<file path="config.mk">
export PLATFORM = sky130hd
export DESIGN_NAME = telemetry_frame_keyword_parser
export DESIGN_NICKNAME = d
export VERILOG_FILES = /design/src/hw/rtl/tfkp_pkg.sv /design/src/hw/rtl/tfkp_num_parse.sv /design/src/hw/rtl/tfkp_frame_ctrl.sv /design/src/hw/rtl/telemetry_frame_keyword_parser.sv
export SDC_FILE = /design/constraint.sdc
export NUM_CORES = 1
export LEC_CHECK = 0
export BUFFER_PORTS_ARGS = -buffer_cell sky130_fd_sc_hd__clkbuf_2
export CORE_AREA = 2 2 133 122
export CTS_CLUSTER_SIZE = 40
export DETAILED_ROUTE_END_ITERATION = 16
export DIE_AREA = 0 0 135 124
export GPL_ROUTABILITY_DRIVEN = 0
export HOLD_SLACK_MARGIN = 0.02
export PLACE_DENSITY = 0.87
export RECOVER_POWER = 50
export SLEW_MARGIN = 0
export SYNTH_ARGS = -nofsm -noshare
export SYNTH_HDL_FRONTEND = slang
export SYNTH_HIERARCHICAL = 1
export SYNTH_SLANG_ARGS = --single-unit
export TNS_END_PERCENT = 10
</file>
<file path="constraint.sdc">
create_clock -name clk -period 6.42 [get_ports clk]
set_clock_uncertainty 0.1 [all_clocks]
set_input_delay 0 -clock clk [delete_from_list [all_inputs] [get_ports clk]]
set_output_delay 0 -clock clk [all_outputs]
set_load 0.03 [all_outputs]
</file>
<file path="src/hw/rtl/tfkp_pkg.sv">
// ---------------------------------------------------------------------------
// Telemetry frame keyword parser package
// Kind codes, number parse phases, keyword tables and small decode helpers.
// ---------------------------------------------------------------------------
package tfkp_pkg;

  localparam int FRAME_BUFFER_SIZE_DEF = 256;
  localparam int KW_COUNT   = 5;
  localparam int KW_MAX_LEN = 5;

  localparam logic [7:0] TERM_BYTE = 8'hFF;

  // Largest magnitude kept in the accumulator (2^31).
  localparam logic [35:0] MAG_LIMIT = 36'h0_8000_0000;

  typedef enum logic [2:0] {
    KIND_TEMP,
    KIND_RPM,
    KIND_STATE,
    KIND_ERROR,
    KIND_FLOW,
    KIND_NONE
  } frame_kind_t;

  typedef enum logic [1:0] {
    PH_SKIP,
    PH_SIGN,
    PH_DIGITS,
    PH_DONE
  } num_phase_t;

  // Number parser control, already qualified by the byte step.
  typedef struct packed {
    logic restart;
    logic feed;
  } num_ctl_t;

  // Keyword text, one row per kind; unused tail bytes are zero.
  localparam logic [7:0] KW_TEXT [KW_COUNT][KW_MAX_LEN] = '{
    '{8'h54, 8'h65, 8'h6D, 8'h70, 8'h00},  // Temp
    '{8'h52, 8'h70, 8'h6D, 8'h00, 8'h00},  // Rpm
    '{8'h53, 8'h74, 8'h61, 8'h74, 8'h65},  // State
    '{8'h45, 8'h72, 8'h72, 8'h6F, 8'h72},  // Error
    '{8'h46, 8'h6C, 8'h6F, 8'h77, 8'h00}   // Flow
  };

  localparam logic [2:0] KW_LEN [KW_COUNT] = '{3'd4, 3'd3, 3'd5, 3'd5, 3'd4};

  // First still-matching keyword that is shorter than len bytes.
  function automatic frame_kind_t match_kind(input logic [KW_COUNT-1:0] flags,
                                             input logic [7:0] len);
    frame_kind_t kind;
    kind = KIND_NONE;
    for (int k = KW_COUNT - 1; k >= 0; k--) begin
      if (flags[k] && (len > {5'd0, KW_LEN[k]})) begin
        kind = frame_kind_t'(3'(k));
      end
    end
    return kind;
  endfunction

  // Kinds that carry a decimal number.
  function automatic logic has_number(input frame_kind_t kind);
    return (kind == KIND_TEMP) || (kind == KIND_RPM) ||
           (kind == KIND_STATE) || (kind == KIND_ERROR);
  endfunction

  // Byte offset of the number within the frame.
  function automatic logic [7:0] num_offset(input frame_kind_t kind);
    logic [7:0] off;
    unique case (kind)
      KIND_TEMP:  off = 8'd6;
      KIND_RPM:   off = 8'd5;
      KIND_STATE: off = 8'd7;
      KIND_ERROR: off = 8'd7;
      default:    off = 8'd0;
    endcase
    return off;
  endfunction

endpackage

</file>
<file path="src/hw/rtl/tfkp_num_parse.sv">
// ---------------------------------------------------------------------------
// Decimal number parser
// Streams strtol-style: whitespace, optional sign, digits, saturating to 32b.
// ---------------------------------------------------------------------------
module tfkp_num_parse (
  input  logic                   clk,
  input  logic                   rst,
  input  tfkp_pkg::num_ctl_t     num_ctl,
  input  logic [7:0]             rx_byte,
  output logic signed [31:0]     value
);

  tfkp_pkg::num_phase_t phase, phase_next;
  logic [31:0] acc, acc_next;
  logic        negative, negative_next;
  logic        overflow, overflow_next;

  logic        is_digit, is_space, is_sign;
  logic [35:0] scaled;

  assign is_digit = (rx_byte >= 8'h30) && (rx_byte <= 8'h39);
  assign is_space = (rx_byte == 8'h20) || ((rx_byte >= 8'h09) && (rx_byte <= 8'h0D));
  assign is_sign  = (rx_byte == 8'h2B) || (rx_byte == 8'h2D);

  // acc * 10 + digit as shift-and-add
  assign scaled = ({4'd0, acc} << 3) + ({4'd0, acc} << 1) + {32'd0, rx_byte[3:0]};

  always_ff @(posedge clk) begin
    if (rst) begin
      phase    <= tfkp_pkg::PH_SKIP;
      acc      <= '0;
      negative <= 1'b0;
      overflow <= 1'b0;
    end else begin
      phase    <= phase_next;
      acc      <= acc_next;
      negative <= negative_next;
      overflow <= overflow_next;
    end
  end

  always_comb begin
    phase_next    = phase;
    acc_next      = acc;
    negative_next = negative;
    overflow_next = overflow;
    priority if (num_ctl.restart) begin
      phase_next    = tfkp_pkg::PH_SKIP;
      acc_next      = '0;
      negative_next = 1'b0;
      overflow_next = 1'b0;
    end else if (num_ctl.feed) begin
      priority if (phase == tfkp_pkg::PH_SKIP && is_space) begin
        phase_next = phase;
      end else if (phase == tfkp_pkg::PH_SKIP && is_sign) begin
        negative_next = (rx_byte == 8'h2D);
        phase_next    = tfkp_pkg::PH_SIGN;
      end else if (phase == tfkp_pkg::PH_DONE) begin
        phase_next = phase;
      end else if (!is_digit) begin
        phase_next = tfkp_pkg::PH_DONE;
      end else begin
        phase_next = tfkp_pkg::PH_DIGITS;
        if (scaled > tfkp_pkg::MAG_LIMIT) begin
          overflow_next = 1'b1;
        end else begin
          acc_next = scaled[31:0];
        end
      end
    end else begin
      phase_next = phase;
    end
  end

  // Saturated signed result
  always_comb begin
    if (negative) begin
      value = overflow ? 32'sh8000_0000 : signed'(32'd0 - acc);
    end else if (overflow || acc[31]) begin
      value = 32'sh7FFF_FFFF;
    end else begin
      value = signed'(acc);
    end
  end

endmodule

</file>
<file path="src/hw/rtl/tfkp_frame_ctrl.sv">
// ---------------------------------------------------------------------------
// Frame tracker
// Terminator detect, frame position, keyword matching and number gating.
// ---------------------------------------------------------------------------
module tfkp_frame_ctrl #(
  parameter int FRAME_BUFFER_SIZE = tfkp_pkg::FRAME_BUFFER_SIZE_DEF
) (
  input  logic                  clk,
  input  logic                  rst,
  input  logic                  step,
  input  logic [7:0]            rx_byte,
  output logic                  emit,
  output tfkp_pkg::frame_kind_t kind,
  output logic                  value_ok,
  output logic [7:0]            frame_length,
  output tfkp_pkg::num_ctl_t    num_ctl
);

  localparam logic [7:0] PosLimit = 8'(FRAME_BUFFER_SIZE - 1);
  localparam logic [7:0] KwSpan   = 8'(tfkp_pkg::KW_MAX_LEN);

  logic [15:0]                   recent;
  logic [7:0]                    pos;
  logic [tfkp_pkg::KW_COUNT-1:0] flags;

  logic                          term, wrap;
  logic [7:0]                    pos_eff, pos_inc;
  logic [tfkp_pkg::KW_COUNT-1:0] flags_eff, mismatch;
  tfkp_pkg::frame_kind_t         feed_kind;
  logic                          feed_ok;

  assign term = (rx_byte == tfkp_pkg::TERM_BYTE) && (recent == 16'hFFFF);
  // a full buffer restarts the frame before the byte is stored
  assign wrap      = !term && (pos >= PosLimit);
  assign pos_eff   = wrap ? 8'd0 : pos;
  assign flags_eff = wrap ? '1 : flags;
  assign pos_inc   = 8'(pos_eff + 8'd1);

  always_comb begin
    for (int k = 0; k < tfkp_pkg::KW_COUNT; k++) begin
      mismatch[k] = (pos_eff < KwSpan) && (pos_eff < {5'd0, tfkp_pkg::KW_LEN[k]}) &&
                    (tfkp_pkg::KW_TEXT[k][pos_eff[2:0]] != rx_byte);
    end
  end

  assign feed_kind = tfkp_pkg::match_kind(flags_eff, pos_inc);
  assign feed_ok   = (pos_eff >= KwSpan) && tfkp_pkg::has_number(feed_kind) &&
                     (pos_eff >= tfkp_pkg::num_offset(feed_kind));

  always_ff @(posedge clk) begin
    if (rst) begin
      recent <= '0;
      pos    <= '0;
      flags  <= '1;
    end else if (step) begin
      recent <= {recent[7:0], rx_byte};
      if (term) begin
        pos   <= '0;
        flags <= '1;
      end else begin
        pos   <= pos_inc;
        flags <= flags_eff & ~mismatch;
      end
    end
  end

  // end-of-frame result, from state before this byte
  assign emit         = term && (pos != 8'd0);
  assign kind         = tfkp_pkg::match_kind(flags, pos);
  assign value_ok     = tfkp_pkg::has_number(kind) && (pos > tfkp_pkg::num_offset(kind));
  assign frame_length = pos;

  assign num_ctl.restart = step && (term || wrap);
  assign num_ctl.feed    = step && !term && feed_ok;

endmodule

</file>
<file path="src/hw/rtl/telemetry_frame_keyword_parser.sv">
// ---------------------------------------------------------------------------
// Telemetry frame keyword parser
// Byte stream in on s_*, one frame report out on m_* per completed frame.
// A frame ends at three 0xFF bytes in a row; the first two count in the
// frame length, the third is dropped. An empty frame reports nothing.
// The leading keyword picks the kind; a decimal at a fixed offset is parsed.
// A terminating byte passes the input register, then the result register, to m_*.
// Throughput: one byte per cycle unless a terminator waits on a held result, set
// by keyword compare and shift-add accumulate between input and result registers.
// Reset: all framing and parse state cleared, both registers empty.
// Stall: a held result keeps m_* steady; bytes that end no frame keep
// flowing past it, and a second terminator waits in the input register.
// ---------------------------------------------------------------------------
module telemetry_frame_keyword_parser #(
  parameter int FRAME_BUFFER_SIZE = tfkp_pkg::FRAME_BUFFER_SIZE_DEF
) (
  input  logic        clk,
  input  logic        rst,
  input  logic        s_tvalid,
  output logic        s_tready,
  input  logic [7:0]  s_tdata,   // [7:0] rx_byte
  output logic        m_tvalid,
  input  logic        m_tready,
  output logic [39:0] m_tdata,   // [31:0] field_value, [39:32] frame_length
  output logic [2:0]  m_tuser    // [2:0] frame_kind
);

  // input register
  logic       in_valid;
  logic [7:0] in_byte;

  logic                  advance;
  logic                  emit;
  tfkp_pkg::frame_kind_t kind;
  logic                  value_ok;
  logic [7:0]            frame_length;
  tfkp_pkg::num_ctl_t    num_ctl;
  logic signed [31:0]    value;

  // a byte moves on unless it would produce a request into a full, stalled slot
  assign advance  = in_valid && (!m_tvalid || m_tready || !emit);
  assign s_tready = !in_valid || advance;

  always_ff @(posedge clk) begin
    if (rst) begin
      in_valid <= 1'b0;
    end else if (s_tvalid && s_tready) begin
      in_valid <= 1'b1;
    end else if (advance) begin
      in_valid <= 1'b0;
    end
  end

  always_ff @(posedge clk) begin
    if (s_tvalid && s_tready) begin
      in_byte <= s_tdata;
    end
  end

  tfkp_frame_ctrl #(
    .FRAME_BUFFER_SIZE (FRAME_BUFFER_SIZE)
  ) u_frame_ctrl (
    .clk          (clk),
    .rst          (rst),
    .step         (advance),
    .rx_byte      (in_byte),
    .emit         (emit),
    .kind         (kind),
    .value_ok     (value_ok),
    .frame_length (frame_length),
    .num_ctl      (num_ctl)
  );

  tfkp_num_parse u_num_parse (
    .clk     (clk),
    .rst     (rst),
    .num_ctl (num_ctl),
    .rx_byte (in_byte),
    .value   (value)
  );

  // result register
  always_ff @(posedge clk) begin
    if (rst) begin
      m_tvalid <= 1'b0;
    end else if (advance && emit) begin
      m_tvalid <= 1'b1;
    end else if (m_tready) begin
      m_tvalid <= 1'b0;
    end
  end

  always_ff @(posedge clk) begin
    if (advance && emit) begin
      m_tuser <= kind;
      m_tdata <= {frame_length, value_ok ? unsigned'(value) : 32'd0};
    end
  end

endmodule

</file>
Word level (Yosys, flattened, before mapping) --
Memory sizes are Yosys's and may differ from the RTL's. Index checks and enable logic that the tools add are counted.
Storage, ports and cells: ROM bits 320, output and inout port bits 45, word-level logic and storage cells 165, latch bits 0, bits in registers 118, bits of input ports 12, memories kept 5, memory bits (writable) 0
Operators by class: bitwise gates (word level) 7, reduce and logical (&&, ||, !) cells 63, multiply operators 0, eq/ne operators 18, add/sub/neg operators 4, shift operators 0, muxes and demuxes 36, order comparisons 19, div/mod/pow operators 0
Memory list:
- (name not given) | depth 8, width 8, rd ports 1, clocked after memory_dff 0, write ports 0, RTL line tfkp_frame_ctrl.sv:42 | (tfkp_pkg::KW_TEXT[k][pos_eff[2:0]] != rx_byte);
- (name not given) | depth 8, width 8, rd ports 1, clocked after memory_dff 0, write ports 0, RTL line tfkp_frame_ctrl.sv:42
- (name not given) | depth 8, width 8, rd ports 1, clocked after memory_dff 0, write ports 0, RTL line tfkp_frame_ctrl.sv:42
- (name not given) | depth 8, width 8, rd ports 1, clocked after memory_dff 0, write ports 0, RTL line tfkp_frame_ctrl.sv:42
- (name not given) | depth 8, width 8, rd ports 1, clocked after memory_dff 0, write ports 0, RTL line tfkp_frame_ctrl.sv:42
Operators with widths (number):
- $mux W32 | 3
- $mux W8 | 12
- $ne A8 B8 Y1 | 5
- $add A35 B33 Y36 | 1
- $add A36 B4 Y36 | 1
- $gt A36 B32 Y1 const B | 1
- $logic_and A1 B1 Y1 | 33
- $gt A8 B3 Y1 const B | 4
- $sub A1 B32 Y32 const A | 1
- $eq A8 B6 Y1 const B | 3
- $mux W3 | 8
- $pmux W3 S3 | 2
- $eq A16 B16 Y1 const B | 1
- $gt A8 B2 Y1 const B | 2
- $lt A8 B3 Y1 const B | 2
- $logic_or A1 B1 Y1 | 13
- $eq A3 B2 Y1 const B | 4
- $reduce_and A6 Y1 | 2
- $mux W5 | 2
- $add A8 B1 Y8 const B | 1
- $eq A8 B8 Y1 const B | 1
- $ge A8 B3 Y1 | 1
- $ge A8 B3 Y1 const B | 1
- $ge A8 B4 Y1 const B | 1
- 23 further kinds | 42

Logic depth before layout (Yosys ltp) --
Gate-level depths: netlist (run 1).
depth after elaboration 21, mapped depth 27, gate-level depth less buffers 25

Modules after synthesis --
The synthesis (run 1) kept the hierarchy.
Modules (own cells, without submodules):
- tfkp_num_parse | area each 4850.9 sq um, cells each 694, instances 1, seq. area each 720.7 sq um
- tfkp_frame_ctrl | area each 2597.5 sq um, cells each 336, instances 1, seq. area each 580.6 sq um
- telemetry_frame_keyword_parser | area each 1850.5 sq um, cells each 98, instances 1, seq. area each 1571.5 sq um

Worst setup path after synthesis (run 1) --
No wires, ideal clock.
kind reg-to-reg, start point reg in_byte[5], end point reg u_num_parse.acc[4], path buffers 3, library setup time 86 ps, path slack 1248 ps, arrival time 4987 ps, stages on the path, launching flop included 28, required time 6234 ps, clock period less this slack 5172 ps, path through edfxtp_1 -> buf_4 -> nand4_1 -> nor4_4 -> a21o_1 -> buf_6 -> nand2_1 -> inv_1 -> ha_1 -> and3_1 -> o211ai_1 -> a32o_1 -> and2_2 -> o2bb2ai_2 -> nor2_1 -> ha_1 -> nand2b_1 -> a21o_1 -> a21oi_1 -> o31ai_1 -> a21oi_1 -> a2111oi_2 -> o41ai_1 -> or2_2 -> nor2_1 -> clkbuf_1 -> a21oi_1 -> a211oi_1
RTL lines:
- from (decl) | RTL line telemetry_frame_keyword_parser.sv:30 | logic [7:0] in_byte;
- from (signal assigned) | RTL line telemetry_frame_keyword_parser.sv:56 | in_byte <= s_tdata;
- to (signal assigned) | RTL line tfkp_num_parse.sv:36 | acc <= acc_next;
- to (decl) | RTL line tfkp_num_parse.sv:14 | logic [31:0] acc, acc_next;

==> results.ini, run 1 <==
[run_status]
run_status=completed

[worst_setup_path]
r2r_slack_ps=350
endpoint_kind=flip-flop
cp.arrival_ps=6310
reg2reg_depth=25
cp_max_fo=16
r2r_end=u_num_parse/acc[22]
cp-endpoint=u_num_parse/acc[22]
setup.worst_path.start_class=flip-flop
critical_path_required_ps=6660
rr_startpoint=in_byte[6]
critPathKind=reg2reg
cp-startpoint=in_byte[6]

[synth]
synthArstFlopShare_pct=0
synth-seq-cells=118
synth_edf_count=51
ys_warn_count=6
synth-compound-area-share_pct=26.6
ys_types=82
synth-simple-area-share_pct=21.1
netlist_area_sq_um=9300
syn-num-nets=1224
synth_top_family_by_area=compound AO/OA/AOI/OAI gates
yosysSeqAreaShare_pct=30.9
yosys.area_share.adder_pct=11.5
synth_flop_cell=dfxtp_1
synth.area.mux_share_pct=2.17
syn_avg_cell_area_sq_um=8.24
syn_inst=1128
synth_xor_area_share_pct=3.01

[cells_and_area]
nNetsFinal=1265
final_cells=1384
n_antenna_cell=0
drive_above_1_share_pct=6.26
area_delta_synth_final_pct=10.9

[hold_path]
hp-class=in2reg

[global_routing]
grt-ovfl-total=0
busiest_layer=met2
met2_usage_pct=47.2
grt_max_degree=44
use_met3_pct=9.08
grtUsageTotal_pct=31.8
grt_antenna_before_repair=0
grt_pass1_wl_um=42700
grt_pass1_vias=8487
use_met1_pct=44.1

[floorplanning]
die_h_um=124
start_util_pct=60.9
core_area_sq_um=15300
rows=43
die_w_um=135
die_area_sq_um=16700
io_pins=57

[detailed_routing]
routedWlPerCell_um=19.2
routed_wirelength_um=26500
antenna_left=0
drc_errors=0
first_pass_iters=8
drt_first_iter_violations=1329
viasPerCell=6.85
vias=9482

[sta]
finalSetupViolCount=0
rsz0062_at_grt=false
tns_ps=0
final_hold_viol_count=0
tightestPinTransition_ps=1270
min_period_over_period_pct=94.5
final.min_clock_period_ps=6070
fmax_mhz=165
slew-limit-headroom_pct=15.2
slew_viol_final=0

[power_and_ir_drop]
p_leak_nw=4.05
power_density_nw_per_um2=174
vdd_ir_drop_max_v=0.000198

[clocking]
clkTransAtPathRegs_ps=60
cts_buffers=17
cts_resized=0
clkLatencyLatePin_ps=420
cts_tree=built
cts_setup_buffers=0
h-tree-depth=4
clock-root-buffer=clkbuf_16
cts_max_path_buffers=2
clock-sinks=118

[placement]
io_buffers=56
dp_cells=1341
detailed_place_hpwl_um=18200

[job]
drv_cap=0

-- layout make-up --
type | instances | area [sq um]
tap | 202 | 253
multi-input combinational | 901 | 6010
timing repair buffer | 86 | 464
fill | 1189 | 4970
inverter | 45 | 169
clock inverter | 4 | 20.0
sequential | 118 | 2870
clock buffer | 28 | 517
-- Yosys cell counts (15+ instances only) --
cell | n | area (sq um)
a31oi_1 | 23 | 144
dfxtp_1 | 67 | 1340
nand3_1 | 49 | 245
o31ai_1 | 16 | 120
inv_1 | 45 | 169
edfxtp_1 | 51 | 1530
xnor2_1 | 21 | 184
nand4_1 | 18 | 113
mux2i_1 | 19 | 190
clkbuf_1 | 45 | 169
o21a_1 | 15 | 113
nor2_1 | 84 | 315
o211ai_1 | 16 | 120
a21oi_1 | 124 | 621
nor3_1 | 31 | 155
o21ai_0 | 77 | 385
and2_1 | 42 | 263
nand2_1 | 68 | 255
ha_1 | 82 | 1030
-- critical path, stage by stage (launching register included) --
cell	delay, ps
edfxtp_1	520
nand4_1	200
nor4_4	450
a21o_1	360
nand2_1	160
inv_1	170
ha_1	310
and3_1	230
o211ai_1	100
a32o_1	240
o22ai_1	230
o2bb2ai_2	170
nor2_1	70
ha_1	260
nand2b_1	90
a21o_1	120
a21oi_1	90
o31ai_1	200
a21oi_1	110
a2111oi_2	430
o41ai_1	250
or2_2	350
nor2_1	180
buf_4	250
nand3_1	140
a21oi_1	200
-- cell usage in the layout, fill, tap and decap left out, drive strengths merged, types with 12 or more instances in the layout --
cell type	Yosys	layout
mux2i	19	19
a21o	14	14
nor3	31	31
xnor2	21	21
nand2	70	70
a211oi	14	14
or3	15	15
o31ai	16	16
nor2b	12	12
a31oi	23	23
o21a	15	15
clkbuf	45	87
inv	45	45
ha	82	82
o211ai	16	16
buf	19	16
o22a	14	14
and2	43	43
o21ai	80	80
nor2	84	84
dfxtp	67	67
a21oi	126	126
nand3	49	49
nand4	18	18
edfxtp	51	51
-- report_power, final --
group,internal (mW),total [mW],switching (mW)
clock,0.541,0.867,0.326
combinational,0.0485,0.123,0.0748
sequential,0.791,0.803,0.0119
total,1.38,1.79,0.413
-- metal layers --
metal	wire length, um	vias up
met5	0	-
met1	11100	4335
met4	702	0
met3	3550	97
met2	11200	728
li1	-	4322
-- timing repair --
item | in CTS | in global routing
endpoints found under the setup margin | 0 | 0
hold endpoints to repair | 10 | 0
hold buffers | 11 | 0
-- through the flow --
stage               setup WS (ps)  cell area, sq um  utilization [%]  power (mW)  hold slack [ps]
floorplan                    1250              9300                -       0.898            -30.9
global placement              825              9730             63.7       0.927             79.3
detailed placement            621              9730             63.7       0.930             80.1
CTS                           547             10400             67.9        1.79              122
global route                 11.1             10300             67.5        1.85              159
finish                        352             10300             67.5        1.79              144
-- sequential cells by signal, indices dropped and copies added, names as in the netlist --
name,count
u_num_parse/acc,32
u_num_parse/negative,1
m_tuser,3
u_frame_ctrl/frame_length,8
u_num_parse/overflow,1
m_tvalid,1
u_num_parse/phase,2
in_valid,1
m_tdata,40
u_frame_ctrl/flags,5
u_frame_ctrl/recent,16
in_byte,8
-- worst min-delay path by stage --
| stage | from | end | slack (ps) | cells after the start |
|---|---|---|---|---|
| after detailed placement | s_tdata[3] | in_byte[3] | 80 | 1 |
| after global routing | rst | u_frame_ctrl/frame_length[2] | 160 | 2 |
| after floorplan | rst | in_valid | -30 | 1 |
| final | rst | u_frame_ctrl/frame_length[2] | 140 | 2 |
| after CTS | rst | u_frame_ctrl/frame_length[2] | 120 | 2 |
| after global placement | s_tdata[7] | in_byte[7] | 80 | 1 |
-- logic make-up (layout without fill, tap and decap cells) --
family          count (synthesis)  in the layout
mux                            20             20
fa+ha+maj                      84             84
compound gates                387            387
simple gates                  378            378
flops                         118            118
xor+xnor                       32             32
buf+inv                       109            163
Note: power is estimated with default switching activity, not from simulation.
==> run 2, diff against run 1 <==
--- a/config.mk
+++ b/config.mk
@@ -6,13 +6,13 @@
 export NUM_CORES = 1
 export LEC_CHECK = 0
 export BUFFER_PORTS_ARGS = -buffer_cell sky130_fd_sc_hd__clkbuf_2
-export CORE_AREA = 2 2 133 122
+export CORE_AREA = 2 2 215 196
 export CTS_CLUSTER_SIZE = 40
 export DETAILED_ROUTE_END_ITERATION = 16
-export DIE_AREA = 0 0 135 124
+export DIE_AREA = 0 0 217 198
 export GPL_ROUTABILITY_DRIVEN = 0
 export HOLD_SLACK_MARGIN = 0.02
-export PLACE_DENSITY = 0.87
+export PLACE_DENSITY = 0.44
 export RECOVER_POWER = 50
 export SLEW_MARGIN = 0
 export SYNTH_ARGS = -nofsm -noshare
==> run 2 against run 1 <==
Sequential share of layout area shrank 1.4 points. Die area grew to 2.6 times the previous value. First-iteration DRC count shrank 36%. Count of clock-buffer cells in the layout shrank 9. Critical path depth is the same. Hold slack gained 42 ps. Global-route usage shrank 18 points. Register-to-register slack gained 170 ps. Sequential power is essentially flat. Wire length grew 9.3%. The run now ends with capacitance limit, slew limit left. Largest power group unchanged.
==> results.ini, run 2 (synthesis results as in run 1) <==
[global_routing]
grt_max_degree=44
grt_pass1_vias=8274
grt-ovfl-total=0
grtUsageTotal_pct=13.5
grt_antenna_before_repair=0
busiest_layer=met2
use_met3_pct=1.71
met2_usage_pct=20.3
grt_pass1_wl_um=46500
use_met1_pct=20.0

[cells_and_area]
multi_input_area_sq_um=6020
nFillCells=4433
final_cell_mix=a21oi_1, nor2_1, ha_1
utilization_pct=26.4
regArea_sq_um=2870
drive_above_1_share_pct=6.92
n_antenna_cell=0
regMostFlops=m_tdata
final_common_cell=a21oi_1
area_delta_synth_final_pct=16.7
reg_top3=m_tdata x40, u_num_parse/acc x32, u_frame_ctrl/recent x16
final_cells=1732
largest_register_ffs=40
nNetsFinal=1268

[sta]
final.min_clock_period_ps=5900
rsz0062_at_grt=false
final_hold_viol_count=0
fin_ws_ps=524
finalSetupViolCount=0
tightestPinTransition_ps=3460
min_period_over_period_pct=91.8
fmax_mhz=170
tns_ps=0
slew_viol_final=76
slew-limit-headroom_pct=-132

[detailed_routing]
drt_first_iter_violations=856
viasPerCell=5.09
vias=8811
antenna_left=0
routedWlPerCell_um=16.7
first_pass_iters=5
drc_errors=0
routed_wirelength_um=29000

[clocking]
cts_buffers=17
clkLatencyLatePin_ps=420
clock-sinks=118
cts_max_path_buffers=2
clkTransAtPathRegs_ps=60
h-tree-depth=4
cts_tree=built
clock-root-buffer=clkbuf_16

[worst_setup_path]
cp.arrival_ps=6120
setup.worst_path.start_class=flip-flop
critical_path_required_ps=6650
r2r_slack_ps=520
critPathKind=reg2reg
cp_max_fo=22
endpoint_kind=flip-flop

[floorplanning]
die_area_sq_um=43000
start_util_pct=22.7
die_h_um=198
io_pins=57
rows=71
die_w_um=217
core_area_sq_um=41000

[power_and_ir_drop]
power_density_nw_per_um2=176
p_leak_nw=4.09
vdd_ir_drop_max_v=0.000151

[job]
drv_cap=2

[placement]
dp_cells=1688
io_buffers=56
place_ws_ps=460
detailed_place_hpwl_um=21100

[hold_path]
hp-class=in2reg

[run_status]
violations=capacitance limit, slew limit
run_status=complete, but fails checks

run 2: cell types whose count changed in the layout (fill, tap and decap cells not counted), moves of 3 or more:
| cell | before | now |
|---|---|---|
| and2_0 | 6 | 3 |
| and2_1 | 36 | 39 |
| buf_4 | 16 | 21 |
| bufinv_16 | 0 | 3 |
| clkbuf_1 | 55 | 49 |
| clkbuf_8 | 5 | 0 |
| clkinvlp_4 | 0 | 5 |
run 2: timing repair:
item	4_1_cts	5_1_grt
hold buffers	11	0
hold endpoints to repair	10	0
gates resized for setup	0	1
setup buffers	0	1
setup endpoints to repair	0	13
run 2: per-layer routing:
layer / vias to the layer above / part of all wire (%)
li1: 4350 / -
met1: 4191 / 51
met2: 246 / 43
met3: 24 / 4.8
met4: 0 / 1.2
met5: - / 0
run 2: worst max-delay path: stages (launching register included):
cell and delay (ps):
edfxtp_1 540, nand4_1 190, nor4_4 340, a21o_1 210, nand2_1 100, inv_1 140
ha_1 310, and3_1 210, o211ai_1 90, a32o_1 240, o22ai_1 220, o2bb2ai_2 170
nor2_1 70, ha_1 260, nand2b_1 100, a21o_1 120, a21oi_1 80, o31ai_1 200
a21oi_1 110, a2111oi_2 410, o41ai_1 240, or2_2 360, nor2_2 340, buf_4 330
a21oi_1 100, a211oi_1 200
run 2: worst paths after layout:
| path | startpoint | to | cells after the start |
|---|---|---|---|
| worst min register to register | u_num_parse/phase[1] | u_num_parse/phase[1] | 2 |
| worst min-delay path | rst | u_frame_ctrl/frame_length[2] | 2 |
| worst max register to register | in_byte[6] | u_num_parse/acc[26] | 25 |
| worst max-delay path | in_byte[6] | u_num_parse/acc[26] | 25 |
run 2: stage by stage:
step	area [sq um]	hold WS (ps)	total power, mW
finish	10800	186	1.91
global route	10800	170	1.98
CTS	10900	171	1.93
detailed placement	10200	80.2	0.936
global placement	10200	76.6	0.936
floorplan	9300	-30.9	0.898
run 2: area by class of cell:
| cell class | instances | area share [%] |
|---|---|---|
| Clock buffer | 19 | 4.19 |
| Clock inverter | 13 | 1.42 |
| Inverter | 45 | 1.56 |
| Multi-Input combinational cell | 901 | 55.5 |
| Sequential cell | 118 | 26.5 |
| Tap cell | 547 | 6.31 |
| Timing Repair Buffer | 89 | 4.54 |
run 2: where the power goes:
group / total [mW] / internal, mW / switching, mW
logic: 0.125 / 0.0490 / 0.0756
clock network: 0.984 / 0.629 / 0.355
registers: 0.802 / 0.790 / 0.0118
total: 1.91 / 1.47 / 0.442
